==> config.mk <==
export PLATFORM = sky130hd
export DESIGN_NAME = rle_nibble_sprite_decoder_flat
export DESIGN_NICKNAME = d
export VERILOG_FILES = /design/src/sv/rnsd_pkg.sv /design/src/sv/rnsd_if.sv /design/src/sv/rle_nibble_sprite_decoder.sv /design/src/flat_wrapper.sv
export SDC_FILE = /design/constraint.sdc
export NUM_CORES = 1
export LEC_CHECK = 0
export BUFFER_PORTS_ARGS = -buffer_cell sky130_fd_sc_hd__buf_2
export CAP_MARGIN = 20
export CORE_MARGIN = 4
export CORE_UTILIZATION = 34
export CTS_BUF_LIST = sky130_fd_sc_hd__clkbuf_16
export CTS_CLUSTER_DIAMETER = 30
export DETAILED_ROUTE_END_ITERATION = 10
export HOLD_SLACK_MARGIN = 0.08
export PLACE_DENSITY = 0.52
export SYNTH_ARGS = -nofsm -noshare
export SYNTH_HDL_FRONTEND = slang
export SYNTH_SLANG_ARGS = --single-unit
==> constraint.sdc <==
create_clock -name clk -period 7.7 [get_ports clk]
set_clock_uncertainty 0.2 [all_clocks]
set_input_delay 2.31 -clock clk [delete_from_list [all_inputs] [get_ports clk]]
set_output_delay 2.31 -clock clk [all_outputs]
set_load 0.005 [all_outputs]
==> src/sv/rnsd_pkg.sv <==
// ----------------------------------------------------------------------------
// rnsd_pkg
// Types, codes and helpers shared by the sprite body decoder and its channels.
// ----------------------------------------------------------------------------
package rnsd_pkg;

    localparam int CFG_INDEX_W = 3;
    localparam int CFG_DATA_W  = 16;

    typedef logic [CFG_INDEX_W-1:0] cfg_index_t;
    typedef logic [CFG_DATA_W-1:0]  cfg_data_t;

    typedef logic [7:0]  byte_t;
    typedef logic [14:0] width_t;
    typedef logic [15:0] column_t;
    typedef logic [8:0]  visible_t;

    // register indexes on the configuration channel
    localparam cfg_index_t REG_IMAGE_WIDTH      = 3'd0;
    localparam cfg_index_t REG_IMAGE_HEIGHT     = 3'd1;
    localparam cfg_index_t REG_PALETTE_BASE     = 3'd2;
    localparam cfg_index_t REG_COMPRESSED_MODE  = 3'd3;
    localparam cfg_index_t REG_TRANSPARENT_MODE = 3'd4;

    // decoder phases
    localparam logic [2:0] PH_IDLE    = 3'd0;
    localparam logic [2:0] PH_REPEAT  = 3'd1;
    localparam logic [2:0] PH_LITERAL = 3'd2;
    localparam logic [2:0] PH_PAD     = 3'd3;
    localparam logic [2:0] PH_DONE    = 3'd4;

    localparam logic [1:0] PAD_BYTES = 2'd2;

    function automatic byte_t map_nibble(input logic [3:0] nib, input byte_t base,
                                         input logic transparent);
        byte_t idx;
        idx = base + {4'd0, nib};
        if (transparent && (nib == 4'd0))
        begin
            idx = 8'd0;
        end
        return idx;
    endfunction

endpackage

==> src/sv/rnsd_if.sv <==
// ----------------------------------------------------------------------------
// rnsd_if
// Valid/ready channels of the sprite body decoder: body bytes, decoded runs
// and configuration writes.
// ----------------------------------------------------------------------------
interface rnsd_byte_if;
    logic             valid;
    logic             ready;
    rnsd_pkg::byte_t  data_byte;

    modport source (output valid, output data_byte, input ready);
    modport sink   (input valid, input data_byte, output ready);
endinterface

interface rnsd_run_if;
    logic                valid;
    logic                ready;
    rnsd_pkg::byte_t     pixel_even;
    rnsd_pkg::byte_t     pixel_odd;
    rnsd_pkg::byte_t     pair_repeat;
    rnsd_pkg::column_t   start_column;
    rnsd_pkg::byte_t     line_number;
    rnsd_pkg::visible_t  visible_pixels;
    logic                line_done;
    logic                image_done;

    modport source (output valid, output pixel_even, output pixel_odd,
                    output pair_repeat, output start_column, output line_number,
                    output visible_pixels, output line_done, output image_done,
                    input ready);
    modport sink   (input valid, input pixel_even, input pixel_odd,
                    input pair_repeat, input start_column, input line_number,
                    input visible_pixels, input line_done, input image_done,
                    output ready);
endinterface

interface rnsd_cfg_if;
    logic                  valid;
    logic                  ready;
    rnsd_pkg::cfg_index_t  index;
    rnsd_pkg::cfg_data_t   data;

    modport source (output valid, output index, output data, input ready);
    modport sink   (input valid, input index, input data, output ready);
endinterface

==> src/sv/rle_nibble_sprite_decoder.sv <==
// ----------------------------------------------------------------------------
// rle_nibble_sprite_decoder
// Run-length 4bpp sprite body decoder: body bytes in, runs of pixel pairs out.
// ----------------------------------------------------------------------------
// One body byte is taken per clock. Each byte is decoded in a single pass:
// the phase, run counter, column and row are updated in the cycle the byte
// is accepted and any run it produces lands in the result register in that
// same cycle. The only thing that holds the input back is the result
// register: a new byte is taken whenever that register is empty or is being
// read in the same cycle. Count and padding bytes give no run. After the
// sprite ends all further bytes are taken and dropped until reset.
// Configuration writes are always accepted and are meant for idle periods.
module rle_nibble_sprite_decoder
(
    input  logic       clk,
    input  logic       rst_n,
    rnsd_cfg_if.sink   cfg,
    rnsd_byte_if.sink  body,
    rnsd_run_if.source run
);
    import rnsd_pkg::*;

    // configuration
    width_t     width_reg;
    byte_t      height_reg;
    byte_t      base_reg;
    logic       compressed_reg;
    logic       transparent_reg;

    // decoder state
    logic [2:0] phase_reg, phase_next;
    byte_t      left_reg, left_next;
    column_t    col_reg, col_next;
    byte_t      row_reg, row_next;
    logic       parity_reg, parity_next;
    logic [1:0] pad_reg, pad_next;

    // result register
    logic       out_valid_reg;
    byte_t      even_reg, odd_reg, rep_reg, line_no_reg;
    column_t    start_reg;
    visible_t   vis_reg;
    logic       line_done_reg, image_done_reg;

    logic       take;
    logic       emit;
    logic       check;
    byte_t      rep;
    logic [8:0] span;
    column_t    col_sum;
    column_t    room;
    visible_t   vis;
    logic       line_end;
    logic       img_end;
    byte_t      row_inc;

    assign cfg.ready  = 1'b1;
    assign body.ready = !out_valid_reg || run.ready;
    assign take       = body.valid && body.ready;

    always_ff @(posedge clk or negedge rst_n)
    begin
        if (!rst_n)
        begin
            width_reg       <= 15'd1;
            height_reg      <= 8'd1;
            base_reg        <= 8'd0;
            compressed_reg  <= 1'b1;
            transparent_reg <= 1'b0;
        end
        else if (cfg.valid)
        begin
            case (cfg.index)
                REG_IMAGE_WIDTH:      width_reg       <= cfg.data[14:0];
                REG_IMAGE_HEIGHT:     height_reg      <= cfg.data[7:0];
                REG_PALETTE_BASE:     base_reg        <= cfg.data[7:0];
                REG_COMPRESSED_MODE:  compressed_reg  <= cfg.data[0];
                REG_TRANSPARENT_MODE: transparent_reg <= cfg.data[0];
                default:              ;
            endcase
        end
    end

    // phase decode: what this byte is and which run it forms
    always_comb
    begin
        phase_next  = phase_reg;
        left_next   = left_reg;
        parity_next = parity_reg;
        pad_next    = pad_reg;
        emit        = 1'b0;
        check       = 1'b0;
        rep         = 8'd1;
        case (phase_reg)
            PH_IDLE:
            begin
                if (parity_reg)
                begin
                    parity_next = 1'b0;
                    emit        = 1'b1;
                    check       = 1'b1;
                end
                else if (!compressed_reg)
                begin
                    parity_next = 1'b1;
                    emit        = 1'b1;
                end
                else if (body.data_byte[7])
                begin
                    // 1 - signed count, 2..129
                    left_next  = ~body.data_byte + 8'd2;
                    phase_next = PH_REPEAT;
                end
                else
                begin
                    left_next  = {1'b0, body.data_byte[6:0]} + 8'd1;
                    phase_next = PH_LITERAL;
                end
            end
            PH_REPEAT:
            begin
                rep        = left_reg;
                left_next  = 8'd0;
                phase_next = PH_IDLE;
                emit       = 1'b1;
                check      = 1'b1;
            end
            PH_LITERAL:
            begin
                left_next = left_reg - 8'd1;
                emit      = 1'b1;
                if (left_reg == 8'd1)
                begin
                    phase_next = PH_IDLE;
                    check      = 1'b1;
                end
            end
            PH_PAD:
            begin
                pad_next = pad_reg - 2'd1;
                if (pad_reg == 2'd1)
                begin
                    phase_next = PH_IDLE;
                end
            end
            default: ;
        endcase

        // run geometry and the line / sprite end checks
        span    = {rep, 1'b0};
        col_sum = col_reg + {7'd0, span};
        room    = {1'b0, width_reg} - col_reg;
        vis     = 9'd0;
        if (col_reg < {1'b0, width_reg})
        begin
            vis = (room > {7'd0, span}) ? span : room[8:0];
        end
        line_end = check && (col_sum >= {1'b0, width_reg});
        row_inc  = line_end ? row_reg + 8'd1 : row_reg;
        img_end  = check && (row_inc >= height_reg);

        col_next = emit ? (line_end ? 16'd0 : col_sum) : col_reg;
        row_next = row_inc;
        if (line_end && (col_sum[1:0] == 2'd2) && (phase_next == PH_IDLE))
        begin
            phase_next = PH_PAD;
            pad_next   = PAD_BYTES;
        end
        if (img_end)
        begin
            phase_next = PH_DONE;
            pad_next   = 2'd0;
        end
    end

    always_ff @(posedge clk or negedge rst_n)
    begin
        if (!rst_n)
        begin
            phase_reg  <= PH_IDLE;
            left_reg   <= 8'd0;
            col_reg    <= 16'd0;
            row_reg    <= 8'd0;
            parity_reg <= 1'b0;
            pad_reg    <= 2'd0;
        end
        else if (take)
        begin
            phase_reg  <= phase_next;
            left_reg   <= left_next;
            col_reg    <= col_next;
            row_reg    <= row_next;
            parity_reg <= parity_next;
            pad_reg    <= pad_next;
        end
    end

    always_ff @(posedge clk or negedge rst_n)
    begin
        if (!rst_n)
        begin
            out_valid_reg <= 1'b0;
        end
        else if (take)
        begin
            out_valid_reg <= emit;
        end
        else if (run.ready)
        begin
            out_valid_reg <= 1'b0;
        end
    end

    always_ff @(posedge clk)
    begin
        if (take && emit)
        begin
            even_reg       <= map_nibble(body.data_byte[3:0], base_reg, transparent_reg);
            odd_reg        <= map_nibble(body.data_byte[7:4], base_reg, transparent_reg);
            rep_reg        <= rep;
            start_reg      <= col_reg;
            line_no_reg    <= row_reg;
            vis_reg        <= vis;
            line_done_reg  <= line_end;
            image_done_reg <= img_end;
        end
    end

    assign run.valid          = out_valid_reg;
    assign run.pixel_even     = even_reg;
    assign run.pixel_odd      = odd_reg;
    assign run.pair_repeat    = rep_reg;
    assign run.start_column   = start_reg;
    assign run.line_number    = line_no_reg;
    assign run.visible_pixels = vis_reg;
    assign run.line_done      = line_done_reg;
    assign run.image_done     = image_done_reg;

    // once the sprite has ended nothing leaves the done phase
    a_done_sticks: assert property (@(posedge clk) disable iff (!rst_n)
        (phase_reg == PH_DONE) |=> (phase_reg == PH_DONE))
        else $error("decoder left the done phase");

    // padding count lives only in the padding phase
    a_pad_phase: assert property (@(posedge clk) disable iff (!rst_n)
        (pad_reg != 2'd0) == (phase_reg == PH_PAD))
        else $error("padding count out of step with phase");

    // a literal run never sits with no bytes left
    a_literal_left: assert property (@(posedge clk) disable iff (!rst_n)
        (phase_reg == PH_LITERAL) |-> (left_reg != 8'd0))
        else $error("literal phase with empty count");

    // a raw pair half-way through only happens in the idle phase
    a_parity_idle: assert property (@(posedge clk) disable iff (!rst_n)
        parity_reg |-> (phase_reg == PH_IDLE))
        else $error("raw pair open outside idle phase");

    // drawn pixels never exceed the run length
    a_vis_span: assert property (@(posedge clk) disable iff (!rst_n)
        out_valid_reg |-> ({1'b0, vis_reg} <= {1'b0, rep_reg, 1'b0}))
        else $error("visible pixels exceed run length");

endmodule
==> src/flat_wrapper.sv <==
// flat-port wrapper written by rule: the top's interface ports become plain ports
module rle_nibble_sprite_decoder_flat import rnsd_pkg::*;
  (clk, rst_n, cfg_valid, cfg_index, cfg_data, cfg_ready, body_valid, body_data_byte, body_ready, run_valid, run_pixel_even, run_pixel_odd, run_pair_repeat, run_start_column, run_line_number, run_visible_pixels, run_line_done, run_image_done, run_ready);
  rnsd_cfg_if cfg_i ();
  rnsd_byte_if body_i ();
  rnsd_run_if run_i ();
  input  logic clk;
  input  logic rst_n;
  input wire logic [$bits(cfg_i.valid)-1:0] cfg_valid;
  input wire logic [$bits(cfg_i.index)-1:0] cfg_index;
  input wire logic [$bits(cfg_i.data)-1:0] cfg_data;
  output wire logic [$bits(cfg_i.ready)-1:0] cfg_ready;
  input wire logic [$bits(body_i.valid)-1:0] body_valid;
  input wire logic [$bits(body_i.data_byte)-1:0] body_data_byte;
  output wire logic [$bits(body_i.ready)-1:0] body_ready;
  output wire logic [$bits(run_i.valid)-1:0] run_valid;
  output wire logic [$bits(run_i.pixel_even)-1:0] run_pixel_even;
  output wire logic [$bits(run_i.pixel_odd)-1:0] run_pixel_odd;
  output wire logic [$bits(run_i.pair_repeat)-1:0] run_pair_repeat;
  output wire logic [$bits(run_i.start_column)-1:0] run_start_column;
  output wire logic [$bits(run_i.line_number)-1:0] run_line_number;
  output wire logic [$bits(run_i.visible_pixels)-1:0] run_visible_pixels;
  output wire logic [$bits(run_i.line_done)-1:0] run_line_done;
  output wire logic [$bits(run_i.image_done)-1:0] run_image_done;
  input wire logic [$bits(run_i.ready)-1:0] run_ready;
  assign cfg_i.valid = cfg_valid;
  assign cfg_i.index = cfg_index;
  assign cfg_i.data = cfg_data;
  assign cfg_ready = cfg_i.ready;
  assign body_i.valid = body_valid;
  assign body_i.data_byte = body_data_byte;
  assign body_ready = body_i.ready;
  assign run_valid = run_i.valid;
  assign run_pixel_even = run_i.pixel_even;
  assign run_pixel_odd = run_i.pixel_odd;
  assign run_pair_repeat = run_i.pair_repeat;
  assign run_start_column = run_i.start_column;
  assign run_line_number = run_i.line_number;
  assign run_visible_pixels = run_i.visible_pixels;
  assign run_line_done = run_i.line_done;
  assign run_image_done = run_i.image_done;
  assign run_i.ready = run_ready;
  rle_nibble_sprite_decoder u_core (.clk(clk), .rst_n(rst_n), .cfg(cfg_i), .body(body_i), .run(run_i));
endmodule
==> summary.txt, run 1 <==
Status: finished, final reports clean
CTS H-Tree Depth: 4
Worst hold path endpoint: u_core.run.start_column[3]
Ports: 94
CTS resizes: 0
Max incr delay on CP: 440 ps
Minimum clock period: 7040 ps
Distinct cells, synth: 73
Hold Fails Final Rpt: 0
Cells after Synth: 841
Cell depth of the worst hold path: 0
Reg2reg start: u_core.phase_reg[2]
Pwr/cell area: 325 nW/um^2
# setup viols final: 0
Combinational Power Share: 38.8%
Nets: 1,028
Initial antenna violation count: 5
Most common cell after layout, fill and taps aside: nand2_1
Vias in the first global route: 6,204
Max-slew violations: 0
CP Launch Type: register
NetSw: 1130 uW
Gr ovfl total: 0
Starting Density: 34.5%
Worst VDD drop: 0.000152 V
Setup TNS: 0 ps
Post-Route WL: 20.7 mm
Largest net degree at the start of global routing: 85
CTS sink count: 129
CTS tree: yes
Most frequent cells in the layout: 91 x nand2_1, 89 x buf_2, 70 x o21ai_0, 68 x dfrtp_1, 66 x inv_1
Routed WL per cell: 16.3 um
Cell taking the most area after synthesis: edfxtp_1
Rel. slew slack: 33.4%
Clk buf depth: 2
Area growth, synth to finish: 18.2%
Die ar.: 26,300 sq um
Postcts setup bufs: 0
Fraction of layout cells with a size suffix above 1: 17.3%
Die Width: 162 um
Fin util: 40.7%
CP Class: reg2reg
Internal Power: 1970 uW
Max Fclk: 142 MHz
Hold WC Path Type: reg2reg
Main synth FF type: dfrtp_1
Leak: 0.00419 uW
Cells on worst reg2reg path: 31
Vias post-DR: 6,361
Detailed Route Iter0 Violations: 424
Hold path startpoint: u_core.col_reg[3]
# rows: 56
Crit path max fanout: 6
Switch share: 36.5%
Clk root buf: clkbuf_16
Largest cells by area after synthesis: edfxtp_1 22%, dfrtp_1 21%, ha_1 9.6%, o21ai_0 4.4%, nand2_1 4.2%
Clock transition at the registers of the reported paths: 60 ps
CTS Hold Bufs: 0
Slowest-stage cell, CP: dfrtp_1
Met3 WL: 881 um
Sequential power share: 34.1%
Post-route insts no fill: 1,265
Detailed Place HPWL: 15.6 mm
Chip height: 162 um
Post-synth ARST share: 55.0%
Total GRT Usage: 16.2%
Clock latency on the worst-skew pair: 420 ps
Core outline area: 23,500 sq um
CP arrival: 7190 ps
Wire length on met2: 9.72 mm
Top-area cell type share of the netlist area: 21.5%
Crit. End Element: register
YS warnings: 0
Iteration count of the initial detailed-routing pass: 5
Clock share of power: 27.1%
Placed Cells: 1,230
Measured slew at the worst slew-check pin: 1000 ps
Fin crit share: 91.4%
Crit path required time: 7860 ps
Highest metal used: met5
Sequential area share after synthesis: 43.5%
Post-route DRC violation count: 0
CTS buffer count: 17
Number of port buffers: 90
Drt via density: 5.03
First-pass GRT wire length: 33.6 mm
M1 wire length: 9.68 mm
Post-synth EDFFs: 58
GPL Wtd Cong: 0.831
Pwr Total: 3110 uW
Setup slack, reg-to-reg: 660 ps
Max Cap Viol: 0
Post-DRT Antenna Nets: 0
Reg2reg end: u_core.phase_reg[1]
Syn Std Cell Area: 8090 sq um
#FFs+latches synth: 129
Synth Area per Inst: 9.62 sq um
==> cells by family after synthesis <==
kind of cell / share of synthesized area, %
DFF: 43.5
xor gates and xnor gates: 6.08
muxes: 3.17
buffers and inverters: 5.07
and+or+nand+nor: 16.1
adders and majority gates: 10.7
other: 0.0928
AOI/OAI and AO/OA: 15.2
==> power groups by stage <==
stage / clock [uW] / combinational (uW) / sequential (uW)
2_1_floorplan: 0 / 890 / 1030
3_3_place_gp: 0 / 1210 / 1070
3_5_place_dp: 0 / 1210 / 1070
4_1_cts: 862 / 1220 / 1060
5_1_grt: 893 / 1390 / 1090
6_report: 841 / 1200 / 1060
==> worst max path at each step <==
stage                     cells after the start                  end  slack, ps                start
final                                        31  u_core.phase_reg[1]        660  u_core.phase_reg[2]
after global placement                       31  u_core.phase_reg[1]        280  u_core.phase_reg[2]
after detailed placement                     31  u_core.phase_reg[1]        350  u_core.phase_reg[2]
after global routing                         31  u_core.phase_reg[1]        -20  u_core.phase_reg[2]
after CTS                                    31  u_core.phase_reg[1]        280  u_core.phase_reg[2]
after floorplan                              33  u_core.phase_reg[1]        860  u_core.phase_reg[1]
==> synth_stat cells, drive strengths merged (6+ instances only) <==
cell type / count
o22ai: 11
xnor2: 31
xor2: 20
ha: 62
a31oi: 6
inv: 64
mux2i: 11
clkbuf: 31
nor2b: 16
nand2: 91
mux2: 13
a21oi: 36
nand3: 20
and2: 6
o21ai: 75
edfxtp: 58
nor3: 26
nor2: 53
nor4: 8
dfrtp: 68
nand2b: 11
a21o: 10
==> final cells by class <==
class | count | area, sq um
Antenna cell | 2 | 5.00
Multi-Input combinational cell | 610 | 4180
Clock buffer | 18 | 450
Tap cell | 319 | 399
Fill cell | 2345 | 13900
Inverter | 67 | 253
Sequential cell | 129 | 3520
Timing Repair Buffer | 106 | 591
Clock inverter | 14 | 165
==> worst max-delay path, delay by kind of cell (launching register included) <==
family / cells / cell delay (ps)
flops: 1 / 440
fa+ha+maj: 3 / 870
simple gates: 9 / 1430
buf+inv: 2 / 320
xor+xnor: 2 / 290
compound gates: 15 / 3410
==> stage by stage <==
| step | area (sq um) | setup slack (ps) | hold slack (ps) |
|---|---|---|---|
| finish | 9560 | 664 | 303 |
| global route | 9560 | -16.5 | 330 |
| CTS | 9520 | 283 | 300 |
| detailed placement | 8910 | 347 | 286 |
| global placement | 8900 | 280 | 267 |
| floorplan | 8090 | 855 | 223 |
==> metal layers <==
layer / global-route usage, % / up-vias
met5: 0 / -
met4: 4.15 / 6
met3: 4.31 / 26
met2: 25.9 / 119
met1: 21.9 / 3022
li1: - / 3188
No activity file was read; power rests on OpenSTA's default activity.
==> run 2: changes to the inputs <==
- PLACE_DENSITY: 0.52 -> 0.54
- clock period: 7.7 -> 5.9 ns (I/O delays scaled with it)
==> run 2 against run 1 <==
The run now ends with setup timing left. Utilization grew 2.2 points. Combinational power grew 49%. Fmax grew 14%. Flip-flop and latch count is the same. Critical path depth shrank 2. Critical path type unchanged. Highest routed layer is now met4.
==> summary.txt, run 2 (synthesis gave the netlist of run 1 again) <==
CP bufs+invs: 1 (-1)
Max incr delay on CP: 440 ps (about the same)
Detailed Route Iter0 Violations: 299 (-29%)
Gr ovfl total: 0 (unchanged)
Final hold slack: 323 ps (+20.0 ps)
Starting Density: 34.5% (unchanged)
# rows: 56 (unchanged)
Hold Fails Final Rpt: 0 (unchanged)
Worst VDD drop: 0.000203 V (+34%)
Switch share: 37.6% (+1.0 points)
Clock latency on the worst-skew pair: 420 ps (about the same)
Clock transition at the registers of the reported paths: 60 ps (about the same)
CTS sink count: 129 (unchanged)
Fin crit share: 104% (+13 points)
NetSw: 1550 uW (+37%)
CP Capture Point: u_core.phase_reg[1]
Pwr/cell area: 410 nW/um^2 (+26%)
Cells on worst reg2reg path: 29 (-6.5%)
Detailed Place HPWL: 15.9 mm (+1.9%)
Crit path max fanout: 4 (-2)
Leak: 0.00445 uW (+6.3%)
Clk buf depth: 2 (unchanged)
Crit path max-delay family: compound AO/OA/AOI/OAI gates
First-pass GRT wire length: 34.1 mm (+1.5%)
Fraction of layout cells with a size suffix above 1: 24.0% (+6.7 points)
Initial antenna violation count: 0 (-5)
Worst Setup SP: u_core.phase_reg[1]
Clock share of power: 24.1% (-3.0 points)
Setup slack, reg-to-reg: -260 ps (-930 ps)
Internal Power: 2580 uW (+31%)
Iteration count of the initial detailed-routing pass: 5 (unchanged)
Crit. End Element: register
Most frequent cells in the layout: 90 x buf_2, 88 x nand2_1, 67 x inv_1, 67 x o21ai_0, 67 x dfrtp_1
Hold WC Path Type: reg2reg
Largest net degree at the start of global routing: 85 (unchanged)
Post-Route WL: 21.3 mm (+3.2%)
Vias post-DR: 6,593 (+3.6%)
Vias in the first global route: 6,436 (+3.7%)
CTS tree: yes
CTS Hold Bufs: 0 (unchanged)
Chip height: 162 um (unchanged)
Number of port buffers: 90 (unchanged)
Sequential power share: 32.6% (-1.5 points)
Measured slew at the worst slew-check pin: 979 ps (-20.2 ps)
CTS H-Tree Depth: 4 (unchanged)
Fillers: 2,326 (-0.81%)
Ports: 94 (unchanged)
Post-DRT Antenna Nets: 0 (unchanged)
CTS buffer count: 17 (unchanged)
Reg2reg end: u_core.phase_reg[1]
Max Fclk: 162 MHz (+14%)
WP depth: 29 (-6.5%)
Placed Cells: 1,268 (+3.1%)
Crit path required time: 6060 ps (-1800 ps)
Nets: 1,077 (+4.8%)
Combinational Power Share: 43.3% (+4.5 points)
Max Cap Viol: 0 (unchanged)
Fin util: 42.9% (+2.2 points)
Die ar.: 26,300 sq um (unchanged)
Die Width: 162 um (unchanged)
Routed WL per cell: 16.2 um (-0.47%)
Pwr Total: 4130 uW (+33%)
RSZ-0062 raised after global routing: yes
Status: complete, but fails checks
Rel. slew slack: 34.7% (+1.3 points)
CP Launch Type: register
Total GRT Usage: 16.5% (+0.32 points)
Drt via density: 5.03 (about the same)
Max-slew violations: 0 (unchanged)
Post-route insts no fill: 1,312 (+3.7%)
Slowest-stage cell, CP: dfrtp_2
Most common cell after layout, fill and taps aside: buf_2
Clk root buf: clkbuf_16
GPL Wtd Cong: 0.821 (-1.2%)
# setup viols final: 6 (+6)
Core outline area: 23,500 sq um (unchanged)
Minimum clock period: 6160 ps (-873 ps)
Reg2reg start: u_core.phase_reg[1]
Final setup margin: -263 ps (-927 ps)
# diodes: 0 (-2)
Setup TNS: -1280 ps (-1280 ps)
CP arrival: 6320 ps (-870 ps)
Post-route DRC violation count: 0 (unchanged)
Area growth, synth to finish: 24.5%
Failing checks: setup timing
CP Class: reg2reg
==> run 2: changes by cell type in the layout (fill, tap and decap cells not counted), sizes merged <==
cell,before,now
inv,67,71
clkbuf,19,17
clkinv,10,8
buf,105,155
bufinv,3,1
diode,2,0
clkinvlp,1,2
==> run 2: worst min-delay path by stage <==
stage                     cells past startpoint  slack [ps]               start                     endpoint
after floorplan                               0         220  u_core.col_reg[11]  u_core.run.start_column[11]
after global placement                        0         310  u_core.col_reg[13]  u_core.run.start_column[13]
after detailed placement                      0         310  u_core.col_reg[13]  u_core.run.start_column[13]
after CTS                                     0         330  u_core.col_reg[13]  u_core.run.start_column[13]
after global routing                          0         340   u_core.col_reg[8]   u_core.run.start_column[8]
final                                         0         320  u_core.col_reg[13]  u_core.run.start_column[13]
==> run 2: final cells by class <==
class | count | area [sq um] | area share [%]
clock buffer | 17 | 425 | 4.22
clock inverter | 15 | 123 | 1.22
inverter | 67 | 253 | 2.51
multi-input combinational | 610 | 4370 | 43.4
sequential | 129 | 3520 | 35.0
tap | 319 | 399 | 3.96
timing repair buffer | 155 | 978 | 9.72
==> run 2: layer usage <==
layer | track usage [%] | wire length [um] | vias up
met5 | 0 | 0 | -
li1 | - | - | 3290
met4 | 3.96 | 274 | 0
met3 | 3.81 | 1010 | 27
met1 | 21.8 | 9870 | 3127
met2 | 27.6 | 10200 | 149
==> run 2: per-stage QoR <==
step                      instance area [sq um]  worst slack, ps
after detailed placement                   9310             -482
after floorplan                            8230             -174
after CTS                                  9970             -279
after global routing                      10100             -609
final                                     10100             -263
after global placement                     9310             -511
==> run 2: repair_timing <==
item,4_1_cts,5_1_grt
buffers inserted,8,3
gates resized for setup,10,11
pin swaps,11,6
gates cloned,0,0
endpoints found under the setup margin,6,6
==> run 2: power groups by stage <==
stage / combinational (uW) / sequential (uW) / clock [uW]
2_1_floorplan: 1190 / 1350 / 0
3_3_place_gp: 1730 / 1360 / 0
3_5_place_dp: 1750 / 1370 / 0
4_1_cts: 1790 / 1350 / 1020
5_1_grt: 2010 / 1380 / 1060
6_report: 1790 / 1350 / 994
==> run 3: changes to the inputs <==
- SKIP_LAST_GASP: unset -> 1
==> run 3 against run 2 <==
Global-route usage is the same. Highest routed layer unchanged. Critical path depth is the same. Final cell count is the same. Clock power is essentially flat. Worst setup slack lost 11 ps. Fmax shrank 0.18%. The flow still finishes with violations (setup timing). Critical endpoint unchanged.
==> summary.txt, run 3 (synthesis gave the netlist of run 1 again) <==
Status: complete, but fails checks
Failing checks: setup timing
Max Fclk: 162 MHz (-0.18%)
NetSw: 1550 uW (about the same)
Final setup margin: -275 ps (-11.3 ps)
Largest net degree at the start of global routing: 85 (unchanged)
Crit path required time: 6060 ps (about the same)
Die ar.: 26,300 sq um (unchanged)
Clock share of power: 24.1% (about the same)
Max-slew violations: 0 (unchanged)
Number of port buffers: 90 (unchanged)
Post-Route WL: 21.3 mm (about the same)
CP Launch Type: register
Detailed Route Iter0 Violations: 297 (-0.67%)
Initial antenna violation count: 0 (unchanged)
Gr ovfl total: 0 (unchanged)
Leak: 0.00445 uW (about the same)
CTS sink count: 129 (unchanged)
CTS H-Tree Depth: 4 (unchanged)
Cells on worst reg2reg path: 29 (unchanged)
CTS Hold Bufs: 0 (unchanged)
Fillers: 2,326 (unchanged)
Vias post-DR: 6,586 (-0.11%)
Area growth, synth to finish: 24.4% (about the same)
Iteration count of the initial detailed-routing pass: 4 (-1)
Max Cap Viol: 0 (unchanged)
Starting Density: 34.5% (unchanged)
Chip height: 162 um (unchanged)
Post-route DRC violation count: 0 (unchanged)
Core outline area: 23,500 sq um (unchanged)
Final hold slack: 323 ps (-0.00100 ps)
First-pass GRT wire length: 34.1 mm (unchanged)
CTS tree: yes
# diodes: 0 (unchanged)
Fin crit share: 105% (+0.19 points)
Cell depth of the worst hold path: 0 (unchanged)
Detailed Place HPWL: 15.9 mm (unchanged)
Most common cell after layout, fill and taps aside: buf_2
Routed WL per cell: 16.3 um (about the same)
Vias in the first global route: 6,436 (unchanged)
CP Class: reg2reg
Combinational Power Share: 43.3% (about the same)
Hold Fails Final Rpt: 0 (unchanged)
Minimum clock period: 6170 ps (+11.3 ps)
Total GRT Usage: 16.5% (unchanged)
Crit. End Element: register
# setup viols final: 6 (unchanged)
Reg2reg end: u_core.phase_reg[1]
# rows: 56 (unchanged)
Nets: 1,077 (unchanged)
Drt via density: 5.02 (-0.11%)
Max incr delay on CP: 430 ps (about the same)
RSZ-0062 raised after global routing: yes
Most frequent cells in the layout: 90 x buf_2, 88 x nand2_1, 67 x inv_1, 67 x o21ai_0, 67 x dfrtp_1
Switch share: 37.6% (about the same)
Clock transition at the registers of the reported paths: 60 ps (about the same)
Slowest-stage cell, CP: dfrtp_2
Reg2reg start: u_core.phase_reg[1]
Rel. slew slack: 34.7% (about the same)
Crit path max fanout: 4 (unchanged)
Clock latency on the worst-skew pair: 420 ps (about the same)
Internal Power: 2580 uW (about the same)
Hold path startpoint: u_core.col_reg[13]
Hold WC Path Type: reg2reg
Setup slack, reg-to-reg: -270 ps (about the same)
Clk root buf: clkbuf_16
Post-DRT Antenna Nets: 0 (unchanged)
Fin util: 42.9% (about the same)
Die Width: 162 um (unchanged)
Ports: 94 (unchanged)
Fraction of layout cells with a size suffix above 1: 23.9% (-0.10 points)
CP arrival: 6330 ps (about the same)
CTS buffer count: 17 (unchanged)
Worst hold path endpoint: u_core.run.start_column[13]
GPL Wtd Cong: 0.821 (unchanged)
Pwr/cell area: 411 nW/um^2 (about the same)
Measured slew at the worst slew-check pin: 980 ps (+0.414 ps)
Worst VDD drop: 0.000203 V (about the same)
Clk buf depth: 2 (unchanged)
Sequential power share: 32.6% (about the same)
run 3: changes by cell type in the layout (fill, tap and decap cells not counted):
cell,delta
buf_4,+1
nor2_2,-1
nor2_1,+1
buf_6,-1
run 3: routing by layer:
layer | wire length [um] | up-vias | global-route usage [%]
met5 | 0 | - | 0
met3 | 993 | 27 | 3.81
met4 | 274 | 0 | 3.96
li1 | - | 3289 | -
met2 | 10200 | 140 | 27.6
met1 | 9900 | 3130 | 21.8
run 3: timing repair:
item	in CTS	in global routing
resized for setup	9	10
setup buffers	8	3
endpoints found under the setup margin	6	6
pin swaps	11	5
run 3: per-stage QoR:
stage | setup slack (ps) | area, sq um | std cells | setup TNS [ps] | total power [uW]
final | -275 | 10100 | 1312 | -1310 | 4130
after global routing | -624 | 10100 | 1312 | -3430 | 4450
after CTS | -279 | 9970 | 1308 | -1170 | 4160
after detailed placement | -482 | 9310 | 1268 | -2410 | 3120
after global placement | -511 | 9310 | 1268 | -2540 | 3100
after floorplan | -174 | 8230 | 842 | -562 | 2540
run 3: area by class of cell:
cell class | instances | area [sq um] | share of cell area, %
tap | 319 | 399 | 3.97
timing repair buffer | 155 | 975 | 9.69
clock inverter | 15 | 123 | 1.22
sequential | 129 | 3520 | 35.0
clock buffer | 17 | 425 | 4.23
inverter | 67 | 253 | 2.51
multi-input combinational | 610 | 4370 | 43.4
run 3: worst max-delay path, delay by kind of cell, from the launching register on:
family | cells | cell delay [ps]
xor gates and xnor gates | 1 | 130
DFF | 1 | 430
and+or+nand+nor | 7 | 1060
muxes | 1 | 320
buffers and inverters | 1 | 90
adders and majority gates | 3 | 750
AOI/OAI and AO/OA | 16 | 3110
run 3: power by group through the flow:
| stage | clock [uW] | combinational (uW) | sequential [uW] |
|---|---|---|---|
| after floorplan | 0 | 1190 | 1350 |
| after global placement | 0 | 1730 | 1360 |
| after detailed placement | 0 | 1750 | 1370 |
| after CTS | 1020 | 1790 | 1350 |
| after global routing | 1060 | 2010 | 1380 |
| final | 995 | 1790 | 1350 |
run 3: how the worst max path moves through the flow:
stage                        startpoint             endpoint  slack [ps]  depth (start not counted)
global placement    u_core.phase_reg[1]  u_core.phase_reg[1]        -510                         29
CTS                 u_core.phase_reg[2]  u_core.phase_reg[1]        -280                         29
floorplan           u_core.phase_reg[1]  u_core.phase_reg[1]        -170                         33
global route        u_core.phase_reg[1]  u_core.phase_reg[1]        -620                         30
finish              u_core.phase_reg[1]  u_core.phase_reg[1]        -270                         29
detailed placement  u_core.phase_reg[1]  u_core.phase_reg[1]        -480                         29
